<file path="src/rtl/core/ssids_pkg.sv">
`timescale 1ns / 1ps
`default_nettype none
// ----------------------------------------------------------------------------
// SSI directive scanner package
// Shared types, character codes and helpers for the directive scanner.
// ----------------------------------------------------------------------------
package ssids_pkg;

  localparam int unsigned BYTE_W    = 8;
  localparam int unsigned KIND_W    = 2;
  localparam int unsigned PFX_LEN_W = 3;
  localparam int unsigned Q_DEPTH   = 2;
  localparam int unsigned Q_PTR_W   = (Q_DEPTH > 1) ? $clog2(Q_DEPTH) : 1;
  localparam int unsigned Q_CNT_W   = $clog2(Q_DEPTH + 1);

  typedef enum logic [KIND_W-1:0] {
    KIND_BODY = 2'd0,
    KIND_CMD  = 2'd1,
    KIND_ARG  = 2'd2,
    KIND_END  = 2'd3
  } kind_e;

  localparam logic [BYTE_W-1:0] CH_LT    = 8'h3C;
  localparam logic [BYTE_W-1:0] CH_BANG  = 8'h21;
  localparam logic [BYTE_W-1:0] CH_DASH  = 8'h2D;
  localparam logic [BYTE_W-1:0] CH_HASH  = 8'h23;
  localparam logic [BYTE_W-1:0] CH_QUOTE = 8'h22;
  localparam logic [BYTE_W-1:0] CH_GT    = 8'h3E;
  localparam logic [BYTE_W-1:0] CH_NUL   = 8'h00;

  // One transfer group produced by one input byte: a replayed prefix then an optional tail.
  typedef struct packed {
    logic                 pfx_arg;
    logic [PFX_LEN_W-1:0] pfx_len;
    logic                 tail_vld;
    kind_e                tail_kind;
    logic [BYTE_W-1:0]    tail_byte;
  } desc_t;

  function automatic logic is_space(input logic [BYTE_W-1:0] c);
    return c inside {8'd32, [8'd9:8'd13]};
  endfunction

  function automatic logic [BYTE_W-1:0] opener_char(input logic [1:0] idx);
    logic [BYTE_W-1:0] ch;
    case (idx)
      2'd0:    ch = CH_LT;
      2'd1:    ch = CH_BANG;
      default: ch = CH_DASH;
    endcase
    return ch;
  endfunction

endpackage
`default_nettype wire

</file>
<file path="src/rtl/core/ssids_front.sv">
`timescale 1ns / 1ps
`default_nettype none
// ----------------------------------------------------------------------------
// SSI directive scanner front end
// Tracks the scan state and classifies each byte into at most one transfer group.
// ----------------------------------------------------------------------------
module ssids_front (
  input  wire logic                      clk_i,
  input  wire logic                      rst_ni,
  input  wire logic                      in_valid_i,
  output logic                           in_stall_o,
  input  wire logic [ssids_pkg::BYTE_W-1:0] data_byte_i,
  input  wire logic                      q_full_i,
  output logic                           push_o,
  output ssids_pkg::desc_t               desc_o
);
  import ssids_pkg::*;

  typedef enum logic [9:0] {
    ST_BODY  = 10'b00_0000_0001,
    ST_LT    = 10'b00_0000_0010,
    ST_BANG  = 10'b00_0000_0100,
    ST_DASH1 = 10'b00_0000_1000,
    ST_DASH2 = 10'b00_0001_0000,
    ST_CMD   = 10'b00_0010_0000,
    ST_ARGS  = 10'b00_0100_0000,
    ST_QARGS = 10'b00_1000_0000,
    ST_CL1   = 10'b01_0000_0000,
    ST_CL2   = 10'b10_0000_0000
  } scan_state_e;

  scan_state_e       state_q, state_d;
  logic              accept;
  logic              body_run, args_run;
  logic [BYTE_W-1:0] c;
  desc_t             desc;

  assign in_stall_o = q_full_i;
  assign accept     = in_valid_i && !q_full_i;
  assign c          = data_byte_i;

  always_comb begin
    state_d        = state_q;
    body_run       = 1'b0;
    args_run       = 1'b0;
    desc.pfx_arg   = 1'b0;
    desc.pfx_len   = '0;
    desc.tail_vld  = 1'b0;
    desc.tail_kind = KIND_BODY;
    desc.tail_byte = c;
    case (state_q)
      ST_LT: begin
        if (c == CH_BANG) state_d = ST_BANG;
        else begin
          desc.pfx_len = 3'd1;
          body_run     = 1'b1;
        end
      end
      ST_BANG: begin
        if (c == CH_DASH) state_d = ST_DASH1;
        else begin
          desc.pfx_len = 3'd2;
          body_run     = 1'b1;
        end
      end
      ST_DASH1: begin
        if (c == CH_DASH) state_d = ST_DASH2;
        else begin
          desc.pfx_len = 3'd3;
          body_run     = 1'b1;
        end
      end
      ST_DASH2: begin
        if (c == CH_HASH) state_d = ST_CMD;
        else begin
          desc.pfx_len = 3'd4;
          body_run     = 1'b1;
        end
      end
      ST_CMD: begin
        if (is_space(c)) args_run = 1'b1;
        else begin
          desc.tail_vld  = 1'b1;
          desc.tail_kind = KIND_CMD;
        end
      end
      ST_ARGS: begin
        args_run = 1'b1;
      end
      ST_QARGS: begin
        if (c == CH_QUOTE) state_d = ST_ARGS;
        desc.tail_vld  = 1'b1;
        desc.tail_kind = KIND_ARG;
      end
      ST_CL1: begin
        if (c == CH_DASH) state_d = ST_CL2;
        else begin
          desc.pfx_arg = 1'b1;
          desc.pfx_len = 3'd1;
          args_run     = 1'b1;
        end
      end
      ST_CL2: begin
        if (c == CH_GT) begin
          desc.tail_vld  = 1'b1;
          desc.tail_kind = KIND_END;
          desc.tail_byte = CH_NUL;
          state_d        = ST_BODY;
        end else begin
          desc.pfx_arg = 1'b1;
          desc.pfx_len = 3'd2;
          args_run     = 1'b1;
        end
      end
      default: begin
        body_run = 1'b1;
      end
    endcase

    // Run the byte in the body or argument state, also to rerun it after a failed match.
    if (body_run) begin
      if (c == CH_LT) state_d = ST_LT;
      else begin
        state_d        = ST_BODY;
        desc.tail_vld  = 1'b1;
        desc.tail_kind = KIND_BODY;
      end
    end
    if (args_run) begin
      if (c == CH_DASH) state_d = ST_CL1;
      else begin
        state_d        = (c == CH_QUOTE) ? ST_QARGS : ST_ARGS;
        desc.tail_vld  = 1'b1;
        desc.tail_kind = KIND_ARG;
      end
    end
  end

  assign desc_o = desc;
  assign push_o = accept && (desc.tail_vld || (desc.pfx_len != '0));

  always_ff @(posedge clk_i or negedge rst_ni) begin
    if (!rst_ni) begin
      state_q <= ST_BODY;
    end else if (accept) begin
      state_q <= state_d;
    end
  end

  a_push_needs_room: assert property (@(posedge clk_i) disable iff (!rst_ni)
    push_o |-> !q_full_i)
    else $error("front pushed into a full queue");

  a_pfx_bounded: assert property (@(posedge clk_i) disable iff (!rst_ni)
    push_o && desc.pfx_arg |-> (desc.pfx_len == 3'd1 || desc.pfx_len == 3'd2))
    else $error("dash replay of illegal length");

endmodule
`default_nettype wire

</file>
<file path="src/rtl/core/ssids_queue.sv">
`timescale 1ns / 1ps
`default_nettype none
// ----------------------------------------------------------------------------
// SSI directive scanner queue
// Short FIFO of transfer groups between the front and back ends.
// ----------------------------------------------------------------------------
module ssids_queue (
  input  wire logic             clk_i,
  input  wire logic             rst_ni,
  input  wire logic             push_i,
  input  wire ssids_pkg::desc_t desc_i,
  output logic                  full_o,
  output logic                  head_vld_o,
  output ssids_pkg::desc_t      head_o,
  input  wire logic             pop_i
);
  import ssids_pkg::*;

  desc_t              mem_q [Q_DEPTH];
  logic [Q_PTR_W-1:0] wr_ptr_q, rd_ptr_q;
  logic [Q_CNT_W-1:0] cnt_q;

  function automatic logic [Q_PTR_W-1:0] ptr_inc(input logic [Q_PTR_W-1:0] p);
    return (p == Q_PTR_W'(Q_DEPTH - 1)) ? '0 : p + 1'b1;
  endfunction

  assign full_o     = (cnt_q == Q_CNT_W'(Q_DEPTH));
  assign head_vld_o = (cnt_q != '0);
  assign head_o     = mem_q[rd_ptr_q];

  always_ff @(posedge clk_i) begin
    if (push_i) begin
      mem_q[wr_ptr_q] <= desc_i;
    end
  end

  always_ff @(posedge clk_i or negedge rst_ni) begin
    if (!rst_ni) begin
      wr_ptr_q <= '0;
      rd_ptr_q <= '0;
      cnt_q    <= '0;
    end else begin
      if (push_i) wr_ptr_q <= ptr_inc(wr_ptr_q);
      if (pop_i)  rd_ptr_q <= ptr_inc(rd_ptr_q);
      if (push_i && !pop_i)      cnt_q <= cnt_q + 1'b1;
      else if (pop_i && !push_i) cnt_q <= cnt_q - 1'b1;
    end
  end

  a_no_underflow: assert property (@(posedge clk_i) disable iff (!rst_ni)
    pop_i |-> head_vld_o)
    else $error("queue popped while empty");

  a_cnt_bound: assert property (@(posedge clk_i) disable iff (!rst_ni)
    cnt_q <= Q_CNT_W'(Q_DEPTH))
    else $error("queue count out of range");

endmodule
`default_nettype wire

</file>
<file path="src/rtl/core/ssids_back.sv">
`timescale 1ns / 1ps
`default_nettype none
// ----------------------------------------------------------------------------
// SSI directive scanner back end
// Expands each transfer group into result transfers through an output register.
// ----------------------------------------------------------------------------
module ssids_back (
  input  wire logic                       clk_i,
  input  wire logic                       rst_ni,
  input  wire logic                       head_vld_i,
  input  wire ssids_pkg::desc_t           head_i,
  output logic                            pop_o,
  output logic                            out_valid_o,
  input  wire logic                       out_stall_i,
  output logic [ssids_pkg::KIND_W-1:0]    kind_o,
  output logic [ssids_pkg::BYTE_W-1:0]    out_byte_o,
  output logic                            last_o
);
  import ssids_pkg::*;

  logic [PFX_LEN_W-1:0] idx_q, idx_d;
  logic                 out_vld_q;
  kind_e                kind_q, kind_d;
  logic [BYTE_W-1:0]    byte_q, byte_d;
  logic                 last_q, last_d;
  logic                 load;
  logic                 in_pfx;
  logic [PFX_LEN_W:0]   total;

  assign load   = head_vld_i && (!out_vld_q || !out_stall_i);
  assign in_pfx = (idx_q < head_i.pfx_len);
  assign total  = {1'b0, head_i.pfx_len} + {{PFX_LEN_W{1'b0}}, head_i.tail_vld};

  always_comb begin
    if (in_pfx) begin
      kind_d = head_i.pfx_arg ? KIND_ARG : KIND_BODY;
      byte_d = head_i.pfx_arg ? CH_DASH : opener_char(idx_q[1:0]);
    end else begin
      kind_d = head_i.tail_kind;
      byte_d = head_i.tail_byte;
    end
    last_d = ({1'b0, idx_q} + 1'b1) == total;
    idx_d  = last_d ? '0 : idx_q + 1'b1;
  end

  assign pop_o = load && last_d;

  always_ff @(posedge clk_i or negedge rst_ni) begin
    if (!rst_ni) begin
      out_vld_q <= 1'b0;
      idx_q     <= '0;
    end else begin
      if (load) begin
        out_vld_q <= 1'b1;
        idx_q     <= idx_d;
      end else if (!out_stall_i) begin
        out_vld_q <= 1'b0;
      end
    end
  end

  always_ff @(posedge clk_i) begin
    if (load) begin
      kind_q <= kind_d;
      byte_q <= byte_d;
      last_q <= last_d;
    end
  end

  assign out_valid_o = out_vld_q;
  assign kind_o      = kind_q;
  assign out_byte_o  = byte_q;
  assign last_o      = last_q;

  a_mid_group_has_head: assert property (@(posedge clk_i) disable iff (!rst_ni)
    idx_q != '0 |-> head_vld_i)
    else $error("partly sent group has left the queue");

  a_idx_in_group: assert property (@(posedge clk_i) disable iff (!rst_ni)
    idx_q != '0 |-> idx_q <= head_i.pfx_len)
    else $error("group index past its prefix");

endmodule
`default_nettype wire

</file>
<file path="src/rtl/core/ssi_directive_scanner.sv">
`timescale 1ns / 1ps
`default_nettype none
// ----------------------------------------------------------------------------
// SSI directive scanner
// Splits a document byte stream into body, command, argument and end transfers.
//
// Input channel: in_valid_i / in_stall_o with data_byte_i, one byte per transfer.
// Output channel: out_valid_o / out_stall_i with kind_o, out_byte_o, last_o.
// Each input byte yields zero to five result transfers; last_o marks the final
// one of a byte. Bytes that only advance an opener or close match yield none.
// Each byte's group enters the group queue when the byte is taken; its results
// then pass from the queue head through the output register.
// Throughput: one byte per cycle while each byte yields at most one result and
// the receiver does not stall; a byte with more results holds the back end, and
// the input stalls once the two-entry group queue fills.
// Reset: scan state returns to body text, the queue empties, no result valid.
// When the receiver stalls, the held result stays stable and the queue keeps
// taking bytes until full.
// ----------------------------------------------------------------------------
module ssi_directive_scanner (
  input  wire logic                        clk_i,
  input  wire logic                        rst_ni,
  input  wire logic                        in_valid_i,
  output logic                             in_stall_o,
  input  wire logic [ssids_pkg::BYTE_W-1:0] data_byte_i,
  output logic                             out_valid_o,
  input  wire logic                        out_stall_i,
  output logic [ssids_pkg::KIND_W-1:0]     kind_o,
  output logic [ssids_pkg::BYTE_W-1:0]     out_byte_o,
  output logic                             last_o
);
  import ssids_pkg::*;

  logic  push, pop, q_full, head_vld;
  desc_t push_desc, head_desc;

  ssids_front u_front (
    .clk_i       (clk_i),
    .rst_ni      (rst_ni),
    .in_valid_i  (in_valid_i),
    .in_stall_o  (in_stall_o),
    .data_byte_i (data_byte_i),
    .q_full_i    (q_full),
    .push_o      (push),
    .desc_o      (push_desc)
  );

  ssids_queue u_queue (
    .clk_i      (clk_i),
    .rst_ni     (rst_ni),
    .push_i     (push),
    .desc_i     (push_desc),
    .full_o     (q_full),
    .head_vld_o (head_vld),
    .head_o     (head_desc),
    .pop_i      (pop)
  );

  ssids_back u_back (
    .clk_i       (clk_i),
    .rst_ni      (rst_ni),
    .head_vld_i  (head_vld),
    .head_i      (head_desc),
    .pop_o       (pop),
    .out_valid_o (out_valid_o),
    .out_stall_i (out_stall_i),
    .kind_o      (kind_o),
    .out_byte_o  (out_byte_o),
    .last_o      (last_o)
  );

endmodule
`default_nettype wire
</file>
<file path="config.mk">
export PLATFORM = sky130hd
export DESIGN_NAME = ssi_directive_scanner
export DESIGN_NICKNAME = d
export VERILOG_FILES = /design/src/rtl/core/ssids_pkg.sv /design/src/rtl/core/ssids_front.sv /design/src/rtl/core/ssids_queue.sv /design/src/rtl/core/ssids_back.sv /design/src/rtl/core/ssi_directive_scanner.sv
export SDC_FILE = /design/constraint.sdc
export NUM_CORES = 1
export LEC_CHECK = 0
export ABC_CLOCK_PERIOD_IN_PS = 4500
export BUFFER_PORTS_ARGS = -buffer_cell sky130_fd_sc_hd__buf_2
export CAP_MARGIN = 10
export CORE_MARGIN = 2
export CORE_UTILIZATION = 60
export CTS_CLUSTER_DIAMETER = 80
export DETAILED_ROUTE_END_ITERATION = 12
export GPL_TIMING_DRIVEN = 0
export PLACE_DENSITY = 0.8
export RECOVER_POWER = 25
export SYNTH_ARGS = -nofsm -noshare
export SYNTH_HDL_FRONTEND = slang
export SYNTH_SLANG_ARGS = --single-unit
export TNS_END_PERCENT = 5
</file>
<file path="constraint.sdc">
create_clock -name clk_i -period 4.5 [get_ports clk_i]
set_input_delay 1.35 -clock clk_i [delete_from_list [all_inputs] [get_ports clk_i]]
set_output_delay 1.35 -clock clk_i [all_outputs]
set_load 0.02 [all_outputs]
</file>
# After elaboration in Yosys (flattened, before gate mapping)
# Memories as Yosys holds them, arrays and structs flattened.
# Index checks and enable logic that the tools add are counted.
word_totals:
  inputBits: 12
  n_memories: 1
  word_cells: 120
  ff_bits: 29
  out_inout_bits: 13
  ramBits: 30
op_classes:
  muxes: 50
  reduce_logical: 23
  eq_ne: 27
  n_lt_le_gt_ge: 3
  add_sub_neg: 7
mem_list:
  columns: ["name", "depth", "width", "read_ports", "rd_ports_with_merged_regs", "wr", "line", "source"]
  rows:
  - ["u_queue.mem_q", 2, 15, 1, 0, 1, "ssids_queue.sv:19", "desc_t mem_q [Q_DEPTH];"]
ops:
  columns: ["op", "count"]
  rows:
  - ["$mux W10", 10]
  - ["$pmux W10 S7", 1]
  - ["$eq A8 B6 Y1 const B", 7]
  - ["$ne A4 B1 Y1 const B", 7]
  - ["$mux W8", 3]
  - ["$mux W3", 7]
  - ["$pmux W3 S6", 1]
  - ["$mux W2", 7]
  - ["$mux W1", 12]
  - ["$mux W11", 1]
  - ["$eq A10 B10 Y1 const B", 1]
  - ["$eq A10 B2 Y1 const B", 1]
  - ["$eq A10 B3 Y1 const B", 1]
  - ["$eq A10 B4 Y1 const B", 1]
  - ["$eq A10 B5 Y1 const B", 1]
  - ["$eq A10 B6 Y1 const B", 1]
  - ["$eq A10 B7 Y1 const B", 1]
  - ["$eq A10 B8 Y1 const B", 1]
  - ["$eq A10 B9 Y1 const B", 1]
  - ["$pmux W5 S2", 1]
  - ["$pmux W3 S3", 1]
  - ["$reduce_and A9 Y1", 1]
  - ["$reduce_bool A9 Y1", 1]
  - ["$ge A8 B4 Y1 const B", 1]
  - ["other kinds (24)", 40]

# Longest topological paths before layout
# Gate-level depths: netlist of the first run.
depth:
  ltp_word: 15
  depth_mapped: 12
  depth_no_buf: 11

# Hierarchy
# A second synthesis of the first run with hierarchy kept.
unflattened:
  cells_unflattened: 266
  area_unflattened_um2: 3304.4
by_module_without_submodules:
  columns: ["module", "seq_area_each_um2", "cells_each", "instances", "area_per_inst_um2"]
  rows:
  - ["ssids_queue", 1001.0, 63, 1, 1323.8]
  - ["ssids_front", 251.5, 138, 1, 1107.3]
  - ["ssids_back", 430.4, 65, 1, 873.3]

# Worst setup path after synthesis of the first run
# OpenSTA, ideal clock, no wires.
synth_timing:
  path_type: "in2reg"
  from: "in data_byte_i[3] (netlist name)"
  to: "mem u_queue.mem_q[0][0] (netlist name) (enable)"
  cell_stages: 7
  required_ps: 4112
  arrival_ps: 3648
  setup_time_ps: 388
  n_path_buf: 0
  slack_ps: 464
  cell_sequence: "or4b_2 > a21oi_1 > o21ai_0 > a41oi_2 > nor4b_1 > a31oi_2 > nor2b_1"
synth_between:
  elab_chain_len: 13
  elab_cells_between_ends: 36
  classes_between: "order compare: 2; eq/ne: 6; mux: 23; reduce/logical: 5"
synth_lines:
  columns: ["element", "line", "source"]
  rows:
  - ["from (decl)", "ssi_directive_scanner.sv:25", "input wire logic [ssids_pkg::BYTE_W-1:0] data_byte_i,"]
  - ["$ge A8 B4 Y1 / $le A8 B4 Y1 (equally long branches)", "ssids_pkg.sv:41", "return c inside {8'd32, [8'd9:8'd13]};"]
  - ["$logic_and A1 B1 Y1", "ssids_pkg.sv:41", null]
  - ["$reduce_bool A2 Y1", "ssids_pkg.sv:41", null]
  - ["$mux W3", "ssids_front.sv:81", "if (is_space(c)) args_run = 1'b1;"]
  - ["$pmux W3 S3", "ssids_front.sv:51", "case (state_q)"]
  - ["$mux W3", "ssids_front.sv:122", "if (c == CH_LT) state_d = ST_LT;"]
  - ["$mux W3", "ssids_front.sv:121", "if (body_run) begin"]
  - ["$mux W3", "ssids_front.sv:130", "if (c == CH_DASH) state_d = ST_CL1;"]
  - ["$mux W3", "ssids_front.sv:129", "if (args_run) begin"]
  - ["$logic_or A1 B1 Y1 *", "ssids_front.sv:140", "assign push_o = accept && (desc.tail_vld || (desc.pfx_len != '0));"]
  - ["$logic_and A1 B1 Y1 *", "ssids_front.sv:140", null]
  - ["via push", "ssi_directive_scanner.sv:34", "logic push, pop, q_full, head_vld;"]
  - ["$mux W1 *", "ssids_queue.sv:32", "if (push_i) begin"]
  - ["$mux W1 (not written as such) *", "ssids_queue.sv:33", "mem_q[wr_ptr_q] <= desc_i;"]
  - ["to (decl)", "ssids_queue.sv:19", null]
# Mark *: on every way through the listed nets, which the timed path passes. The rest lies on a longest branch.

# Worst setup path after layout of the first run
layout_timing:
  from: "in data_byte_i[3] (netlist name)"
  to: "mem u_queue.mem_q[0][4] (netlist name) (enable)"
# Same word-level chain as after synthesis.

==> results of run 1 <==
## stage by stage
step | hold WS [ns] | power, mW | setup slack (ns) | TNS [ns]
4_1_cts | 0.483 | 2.05 | 0.166 | 0
2_1_floorplan | 0.455 | 1.39 | 0.464 | 0
5_1_grt | 0.544 | 2.17 | 0.432 | 0
3_3_place_gp | 0.460 | 1.55 | -0.136 | -2.03
6_report | 0.478 | 2.04 | 0.580 | 0
3_5_place_dp | 0.466 | 1.57 | -0.179 | -2.68
## final cells by class
type                    count  area (um^2)
fillers                   397         1520
inverters                  17         63.8
plain buffers              13         60.1
multi-input cells         189         1400
well taps                  70         87.6
clock inverters             7         77.6
clock buffers               9          124
flip-flops and latches     59         1680
repair buffers             25          123
## metal layers
layer | vias up | track usage | routed length (um)
li1 | 1110 | - | -
met1 | 1023 | 0.269 | 2580
met2 | 65 | 0.372 | 3050
met3 | 23 | 0.0424 | 234
met4 | 0 | 0.130 | 232
met5 | - | 0 | 0
## worst reg2reg max path: cells and delay by family, from the launching register on
| kind | cells | cell delay (ns) |
|---|---|---|
| flip-flops | 1 | 0.47 |
| AO/OA/AOI/OAI | 3 | 0.81 |
| buffers and inverters | 1 | 0.28 |
| AND/OR/NAND/NOR | 4 | 1.67 |
## layout by cell type, fill, tap and decap left out, types with 10 or more instances in the layout
master                     Yosys  final
sky130_fd_sc_hd__nor3_1       10     10
sky130_fd_sc_hd__mux2i_1      11     11
sky130_fd_sc_hd__inv_1        17     17
sky130_fd_sc_hd__buf_2         0     20
sky130_fd_sc_hd__dfrtp_1      17     17
sky130_fd_sc_hd__nand2_1      17     17
sky130_fd_sc_hd__nor2_1       21     21
sky130_fd_sc_hd__clkbuf_1     10     14
sky130_fd_sc_hd__edfxtp_1     41     41
sky130_fd_sc_hd__o21ai_0      11     11
## flip-flops by register name (all words and copies together), names as in the netlist
register,cells
u_back.out_valid_o,1
u_queue.wr_ptr_q,1
u_back.out_byte_o,8
u_back.kind_o,2
u_queue.cnt_q,2
u_queue.rd_ptr_q,1
u_back.idx_q,3
u_queue.mem_q,30
u_back.last_o,1
u_front.state_q,10
## where the power goes
part	switching [mW]	total, mW	internal [mW]	leakage, nW
sequential	0.0605	0.840	0.780	0.612
combinational	0.440	0.718	0.278	0.707
clock	0.220	0.479	0.259	0.0998
## kinds of logic (layout without fill, tap and decap cells)
logic type	after synthesis	after routing
and+or+nand+nor	106	106
DFF	59	59
AOI/OAI and AO/OA	42	42
buffers and inverters	30	71
muxes	19	19
xor gates and xnor gates	13	13
adders and majority gates	9	9
## path summary, 6_finish.rpt
check                                         from  slack (ns)             endpoint  cells after the start
worst min-delay path            u_back.out_valid_o        0.48   u_back.out_valid_o                      2
worst max-delay path                data_byte_i[3]        0.58  u_queue.mem_q[0][4]                      9
max in group asynchronous                   rst_ni        2.65   u_front.state_q[4]                      1
min in group asynchronous                   rst_ni        1.19      u_back.idx_q[2]                      1
worst max register to register  u_front.state_q[1]        0.97  u_queue.mem_q[0][4]                      8
worst min register to register  u_back.out_valid_o        0.48   u_back.out_valid_o                      2
==> reports/summary.md, run 1 <==
- 335 — layout net count
- 41 — Post-synth EDFFs
- 0.0355 — XOR/XNOR Fraction of Synth Area
- 0.189 — post-synthesis simple-gate area fraction
- 77.1 um — chip width
- no — unrepaired setup endpoints after global routing
- 0.269 mV — worst ir drop on vdd
- 0.00320 mm^2 — netlist area before placement
- primary input to flip-flop — class of the most critical setup path
- 0.33 ns — clock insertion delay at the later pin of the skew report
- 0.67 ns — largest stage delay on the critical path
- 0.111 — Compound-Gate Fraction of Synth Area
- 25 — top-level port count
- 56 — Cell variety after synth
- 9 — clock buffer count from CTS
- 0.00514 mm^2 — area of the core region
- 0 — Max Slew Vio Count
- 0.305 — async set or reset register ratio after synthesis
- 255 MHz — maximum achievable frequency
- 0.222 — overall global routing resource usage
- 11 — Worst Path Max Fanout
- 389 — Final Non-Filler Cells
- 0.00677 ns — setup skew after layout
- 1.42 nW — Pleak
- 0 — number of maximum-capacitance violations
- 19 — maximum number of pins on one net before global-route repair
- 0.00362 mm^2 — final design area excluding fillers
- 0 — Post-CTS Setup Inserts
- sky130_fd_sc_hd__edfxtp_1 — Synth Flop Type
- 0.623 — Starting Density
- 85 — number of DRC markers after the initial detailed-route iteration
- 0 — yosys synthesis warning count
- finished, final reports clean — run status
- 10.1 mm — first-pass GRT wire length
- 77.1 um — die height
- 2 — deepest clock path buffer count
- 6.10 mm — Total Routed Length
- sky130_fd_sc_hd__edfxtp_1 — top-count cell post-synth
- 26 — cell row count
- 0 — number of DRC violations after detailed routing
- 0 — ANT cells
- sky130_fd_sc_hd__edfxtp_1, sky130_fd_sc_hd__dfrtp_1, sky130_fd_sc_hd__ha_1 — top cells by area, synth
- primary input — element type at the critical path start
- 4 — number of search-and-repair iterations in the first detailed-routing pass
- 2207 — vias in the first global route
- flip-flop — capturing element type of the critical path
- 1.08 ns — actual transition at the worst max-transition pin
- sky130_fd_sc_hd__clkbuf_8 — root buffer cell
- 0.279 — worst-case headroom to the max-slew limit
- 24 — quantity of I/O buffers inserted on ports
- 0.384 — area share of the largest cell type after synthesis
- 3.92 ns — min cycle time layout
- 4.48 mm — HPWL after DPL
- 12.8% — synthesis-to-layout area growth
- 0.871 — post-route fraction of the period consumed by the critical path
- sky130_fd_sc_hd__edfxtp_1, sky130_fd_sc_hd__nor2_1, sky130_fd_sc_hd__dfrtp_1, sky130_fd_sc_hd__inv_1, sky130_fd_sc_hd__nand2_1 — most used standard cells in the synthesized netlist
- 0.885 — Routability Congestion
- 563 mW/mm^2 — total power per unit cell area
- sky130_fd_sc_hd__edfxtp_1 — post-synth top area cell
- 0.07 ns — clock edge transition at the registers on the reported setup and hold paths
- 3.95 ns — Critical Path AT
- 0 — number of antenna violations at the first check in global routing
- 0.704 — end-of-flow core utilization
- 0.00341 mm^2 — instance area after placement
- done — TritonCTS clock tree
- simple AND/OR/NAND/NOR gates — Top Family by Delay on Critical Path
- 0 — final-report hold violation count
- 4.53 ns — Crit path required time
- flip-flop to flip-flop — Hold WC Path Type
- 2221 — via count
- 0.00594 mm^2 — overall die area
- 0.0660 — portion of netlist area occupied by mux cells
- 0 — sum of overflow across all layers after global routing
- 372 — Placed Cells incl. Taps
- 0 — Antenna Violating Nets Remaining
- 0.191 — share of layout cells above drive strength 1
- 0 — CTS hold repair buffers
- 0 — cells resized by post-CTS repair
- buf_2 > or4b_2 > a21oi_1 > o21ai_0 > a41oi_2 > nor4b_1 > a31oi_2 > nor2b_1 > buf_4 — cells along the critical path
- simple AND/OR/NAND/NOR gates — main combinational cell family by area after synthesis
- 11.5 um^2 — Avg Cell Area, Syn
- sky130_fd_sc_hd__or4b_2 — worst-path cell with the longest stage delay
- 278 — Synth Instances
- 299 — number of nets in the synthesized netlist
- 0.0351 — adder-cell area share of the yosys netlist
- 5.71 — via count normalized by instance count
- 3 — count of H-tree levels built during CTS
- 0 — count of endpoints failing setup in the final report
- 15.7 um — detailed-route wire length per cell
- 59 — clk sink count
- 2 — total buffers and inverters traversed by the critical path
- 59 — number of flip-flops and latches in the synthesized netlist
- 0.525 — sequential area share after synthesis
(Power assumes the default switching activity.)
==> run 2: changes to the inputs <==
--- a/config.mk
+++ b/config.mk
@@ -5,15 +5,16 @@
 export SDC_FILE = /design/constraint.sdc
 export NUM_CORES = 1
 export LEC_CHECK = 0
+export ABC_AREA = 1
 export ABC_CLOCK_PERIOD_IN_PS = 4500
 export BUFFER_PORTS_ARGS = -buffer_cell sky130_fd_sc_hd__buf_2
 export CAP_MARGIN = 10
 export CORE_MARGIN = 2
-export CORE_UTILIZATION = 60
+export CORE_UTILIZATION = 59
 export CTS_CLUSTER_DIAMETER = 80
 export DETAILED_ROUTE_END_ITERATION = 12
 export GPL_TIMING_DRIVEN = 0
-export PLACE_DENSITY = 0.8
+export PLACE_DENSITY = 0.79
 export RECOVER_POWER = 25
 export SYNTH_ARGS = -nofsm -noshare
 export SYNTH_HDL_FRONTEND = slang
==> reports/summary.md, run 2 <==
- 2 — deepest clock path buffer count, unchanged
- 0.00584 mm^2 — overall die area, -1.6%
- 0.00119 mm^2 — multi-input gate area in the final layout, -15%
- 403 — layout net count, +20%
- 6 — Worst Path Max Fanout, -5
- sky130_fd_sc_hd__nand2_1 — commonest non-fill, non-tap cell in the layout
- 2.45 mW — Total Power Consumption, +20%
- 0.33 ns — clock insertion delay at the later pin of the skew report, about the same
- 4.70 ns — Crit path required time, +0.17 ns
- 59 — number of flip-flops and latches in the synthesized netlist, unchanged
- sky130_fd_sc_hd__nand2_1, sky130_fd_sc_hd__inv_1, sky130_fd_sc_hd__nor2_1, sky130_fd_sc_hd__edfxtp_1, sky130_fd_sc_hd__nand3_1 — commonest non-fill, non-tap cells in the layout
- 76.4 um — chip width, -0.82%
- 1.04 ns — actual transition at the worst max-transition pin, -0.0448 ns
- 9.92 mm — first-pass GRT wire length, -1.8%
- 0 — final-report hold violation count, unchanged
- 3.65 ns — min cycle time layout, -0.274 ns
- 2373 — via count, +6.8%
- flip-flop to flip-flop — Hold WC Path Type
- 34 — Cell variety after synth, -39%
- sky130_fd_sc_hd__clkbuf_8 — root buffer cell
- 30 — flip-flop count of the largest register after layout, unchanged
- 0 — sum of overflow across all layers after global routing, unchanged
- primary input to flip-flop — class of the most critical setup path
- 108 — number of DRC markers after the initial detailed-route iteration, +27%
- 17 — depth of the most critical reg-to-reg path, +9
- 1.63 nW — Pleak, +15%
- 2188 — vias in the first global route, -0.86%
- 3.85 ns — Critical Path AT, -0.10 ns
- 0.854 ns — slack of the critical path, +0.274 ns
- 0 — Antenna Violating Nets Remaining, unchanged
- 705 mW/mm^2 — total power per unit cell area, +25%
- 0.683 — end-of-flow core utilization, -0.0201
- 0.610 — Starting Density, -0.0132
- 0.904 — Routability Congestion, +2.2%
- sky130_fd_sc_hd__edfxtp_1, sky130_fd_sc_hd__dfrtp_1, sky130_fd_sc_hd__nand2_1 — top cells by area, synth
- sky130_fd_sc_hd__nor2_1 — worst-path cell with the longest stage delay
- 0.483 ns — worst hold margin, +0.00494 ns
- 0.00310 mm^2 — netlist area before placement, -3.4%
- 4 — number of search-and-repair iterations in the first detailed-routing pass, unchanged
- 274 MHz — maximum achievable frequency, +7.5%
- flip-flop — capturing element type of the critical path
- 76.4 um — die height, -0.82%
- sky130_fd_sc_hd__nand2_1 — Crit path top cell by count
- 0 — number of antenna violations at the first check in global routing, unchanged
- simple AND/OR/NAND/NOR gates — Top Family by Delay on Critical Path
- 59 — clk sink count, unchanged
- 0.00168 mm^2 — sequential cell area, unchanged
- 0 — number of DRC violations after detailed routing, unchanged
- 0 — Post-CTS Setup Inserts, unchanged
- 24 — quantity of I/O buffers inserted on ports, unchanged
- 8.95 um^2 — Avg Cell Area, Syn, -22%
- 19 — maximum number of pins on one net before global-route repair, unchanged
- 0 — Max Slew Vio Count, unchanged
- 41 — Post-synth EDFFs, unchanged
- 0.264 mV — worst ir drop on vdd, -1.9%
- 0.06 ns — clock edge transition at the registers on the reported setup and hold paths, about the same
- 367 — number of nets in the synthesized netlist, +23%
- sky130_fd_sc_hd__nand2_1 — top-count cell post-synth
- 0.398 — area share of the largest cell type after synthesis, +0.0134
- 0 — count of endpoints failing setup in the final report, unchanged
- 25 — top-level port count, unchanged
- 0.00653 ns — setup skew after layout, -0.000243 ns
- 0.810 — post-route fraction of the period consumed by the critical path, -0.0609
- 0.33 ns — largest stage delay on the critical path, -0.34 ns
- u_queue.mem_q — register containing the most flip-flops in the final layout
- 2 — Hold Path Depth, unchanged
- 12.0% — synthesis-to-layout area growth
- 0.543 — sequential area share after synthesis, +0.0182
- primary input — element type at the critical path start
- 26 — cell row count, unchanged
- 0 — ANT cells, unchanged
- sky130_fd_sc_hd__edfxtp_1 — Synth Flop Type
- 0 — cells resized by post-CTS repair, unchanged
- sky130_fd_sc_hd__edfxtp_1 — post-synth top area cell
- finished, final reports clean — run status
- sky130_fd_sc_hd__nand2_1, sky130_fd_sc_hd__inv_1, sky130_fd_sc_hd__edfxtp_1, sky130_fd_sc_hd__nor2_1, sky130_fd_sc_hd__nand3_1 — most used standard cells in the synthesized netlist
- 5.19 — via count normalized by instance count, -9.1%
- no — unrepaired setup endpoints after global routing
- 0 — number of maximum-capacitance violations, unchanged
- clkbuf_1 > inv_1 > nand2_1 > nor2_1 > nand3_1 > nand2_1 > nand2_4 > o21ai_2 > nand4_1 > nand2_1 > inv_1 > ha_1 > a21oi_1 > o21ai_0 > xor2_1 — cells along the critical path
- done — TritonCTS clock tree
- 5.92 mm — Total Routed Length, -2.9%
- 0.00507 mm^2 — area of the core region, -1.3%
- 346 — Synth Instances, +24%
- 0 ns — setup total negative slack, unchanged
- 0.132 — share of layout cells above drive strength 1, -0.0594
- 413 — number of fillers in the final layout, +4.0%
- 4.48 mm — HPWL after DPL, -0.12%
- 3 — count of H-tree levels built during CTS, unchanged
- 3 — total buffers and inverters traversed by the critical path, +1
- 0.309 — worst-case headroom to the max-slew limit, +0.0299
- 0.221 — overall global routing resource usage, -0.00146
- 0.553 ns — minimum setup slack after placement, +0.732 ns
- 13.0 um — detailed-route wire length per cell, -17%
- 9 — clock buffer count from CTS, unchanged
- 15 — count of cell instances traversed by the critical path, +6
- 0 — yosys synthesis warning count, unchanged
- 0 — CTS hold repair buffers, unchanged
- 0.305 — async set or reset register ratio after synthesis, unchanged
## run 2: logic make-up after synthesis
| group | Yosys count | synth area share |
|---|---|---|
| xor+xnor | 8 | 0.0226 |
| flops | 59 | 0.543 |
| buf+inv | 53 | 0.0659 |
| simple gates | 181 | 0.263 |
| compound gates | 36 | 0.0691 |
| fa+ha+maj | 9 | 0.0364 |
## run 2: layout make-up
| class | count | share of cell area |
|---|---|---|
| clock buffers | 11 | 0.0379 |
| clock inverters | 5 | 0.0155 |
| well taps | 70 | 0.0253 |
| multi-input cells | 234 | 0.342 |
| flip-flops and latches | 59 | 0.485 |
| inverters | 46 | 0.0498 |
| repair buffers | 25 | 0.0350 |
| plain buffers | 7 | 0.00902 |
## run 2: power breakdown
group | switching, mW | total [mW] | leakage (nW) | internal (mW)
sequential | 0.0712 | 0.910 | 0.615 | 0.839
combinational | 0.721 | 1.09 | 0.927 | 0.368
clock | 0.194 | 0.447 | 0.0870 | 0.253
total | 0.986 | 2.45 | 1.63 | 1.46
## run 2: worst paths after layout
kind,end,from,slack [ns]
worst min register to register,u_queue.wr_ptr_q,u_queue.wr_ptr_q,0.48
min in group asynchronous,u_back.idx_q[1],rst_ni,1.18
worst max register to register,u_queue.cnt_q[1],u_queue.rd_ptr_q,1.13
worst min-delay path,u_queue.wr_ptr_q,u_queue.wr_ptr_q,0.48
max in group asynchronous,u_front.state_q[2],rst_ni,2.69
worst max-delay path,u_queue.cnt_q[1],data_byte_i[4],0.85
## run 2: per-layer routing
metal  vias to the layer above  GRT usage  part of all wire
met1                      1113      0.271              0.43
met3                        11     0.0699             0.042
met2                        39      0.365              0.51
met5                         -          0                 0
met4                         0     0.0855             0.019
li1                       1210          -                 -
## run 2: metrics by stage
step / area, um^2 / std cells
detailed placement: 3300 / 440
global route: 3470 / 457
global placement: 3300 / 440
floorplan: 3100 / 346
CTS: 3490 / 456
finish: 3470 / 457
## run 2: worst reg2reg max path: stages (launching register included)
cell                       delay, ns
sky130_fd_sc_hd__dfrtp_1        0.36
sky130_fd_sc_hd__buf_4          0.15
sky130_fd_sc_hd__inv_1          0.16
sky130_fd_sc_hd__clkbuf_1       0.44
sky130_fd_sc_hd__nand2_1        0.11
sky130_fd_sc_hd__nand2_1        0.11
sky130_fd_sc_hd__ha_1           0.20
sky130_fd_sc_hd__ha_1           0.25
sky130_fd_sc_hd__xor2_1         0.15
sky130_fd_sc_hd__nor2_1         0.10
sky130_fd_sc_hd__nand2_1        0.06
sky130_fd_sc_hd__or2_4          0.24
sky130_fd_sc_hd__nor2_4         0.13
sky130_fd_sc_hd__nand2_2        0.08
sky130_fd_sc_hd__ha_1           0.34
sky130_fd_sc_hd__a21oi_1        0.12
sky130_fd_sc_hd__o21ai_0        0.12
sky130_fd_sc_hd__xor2_1         0.15
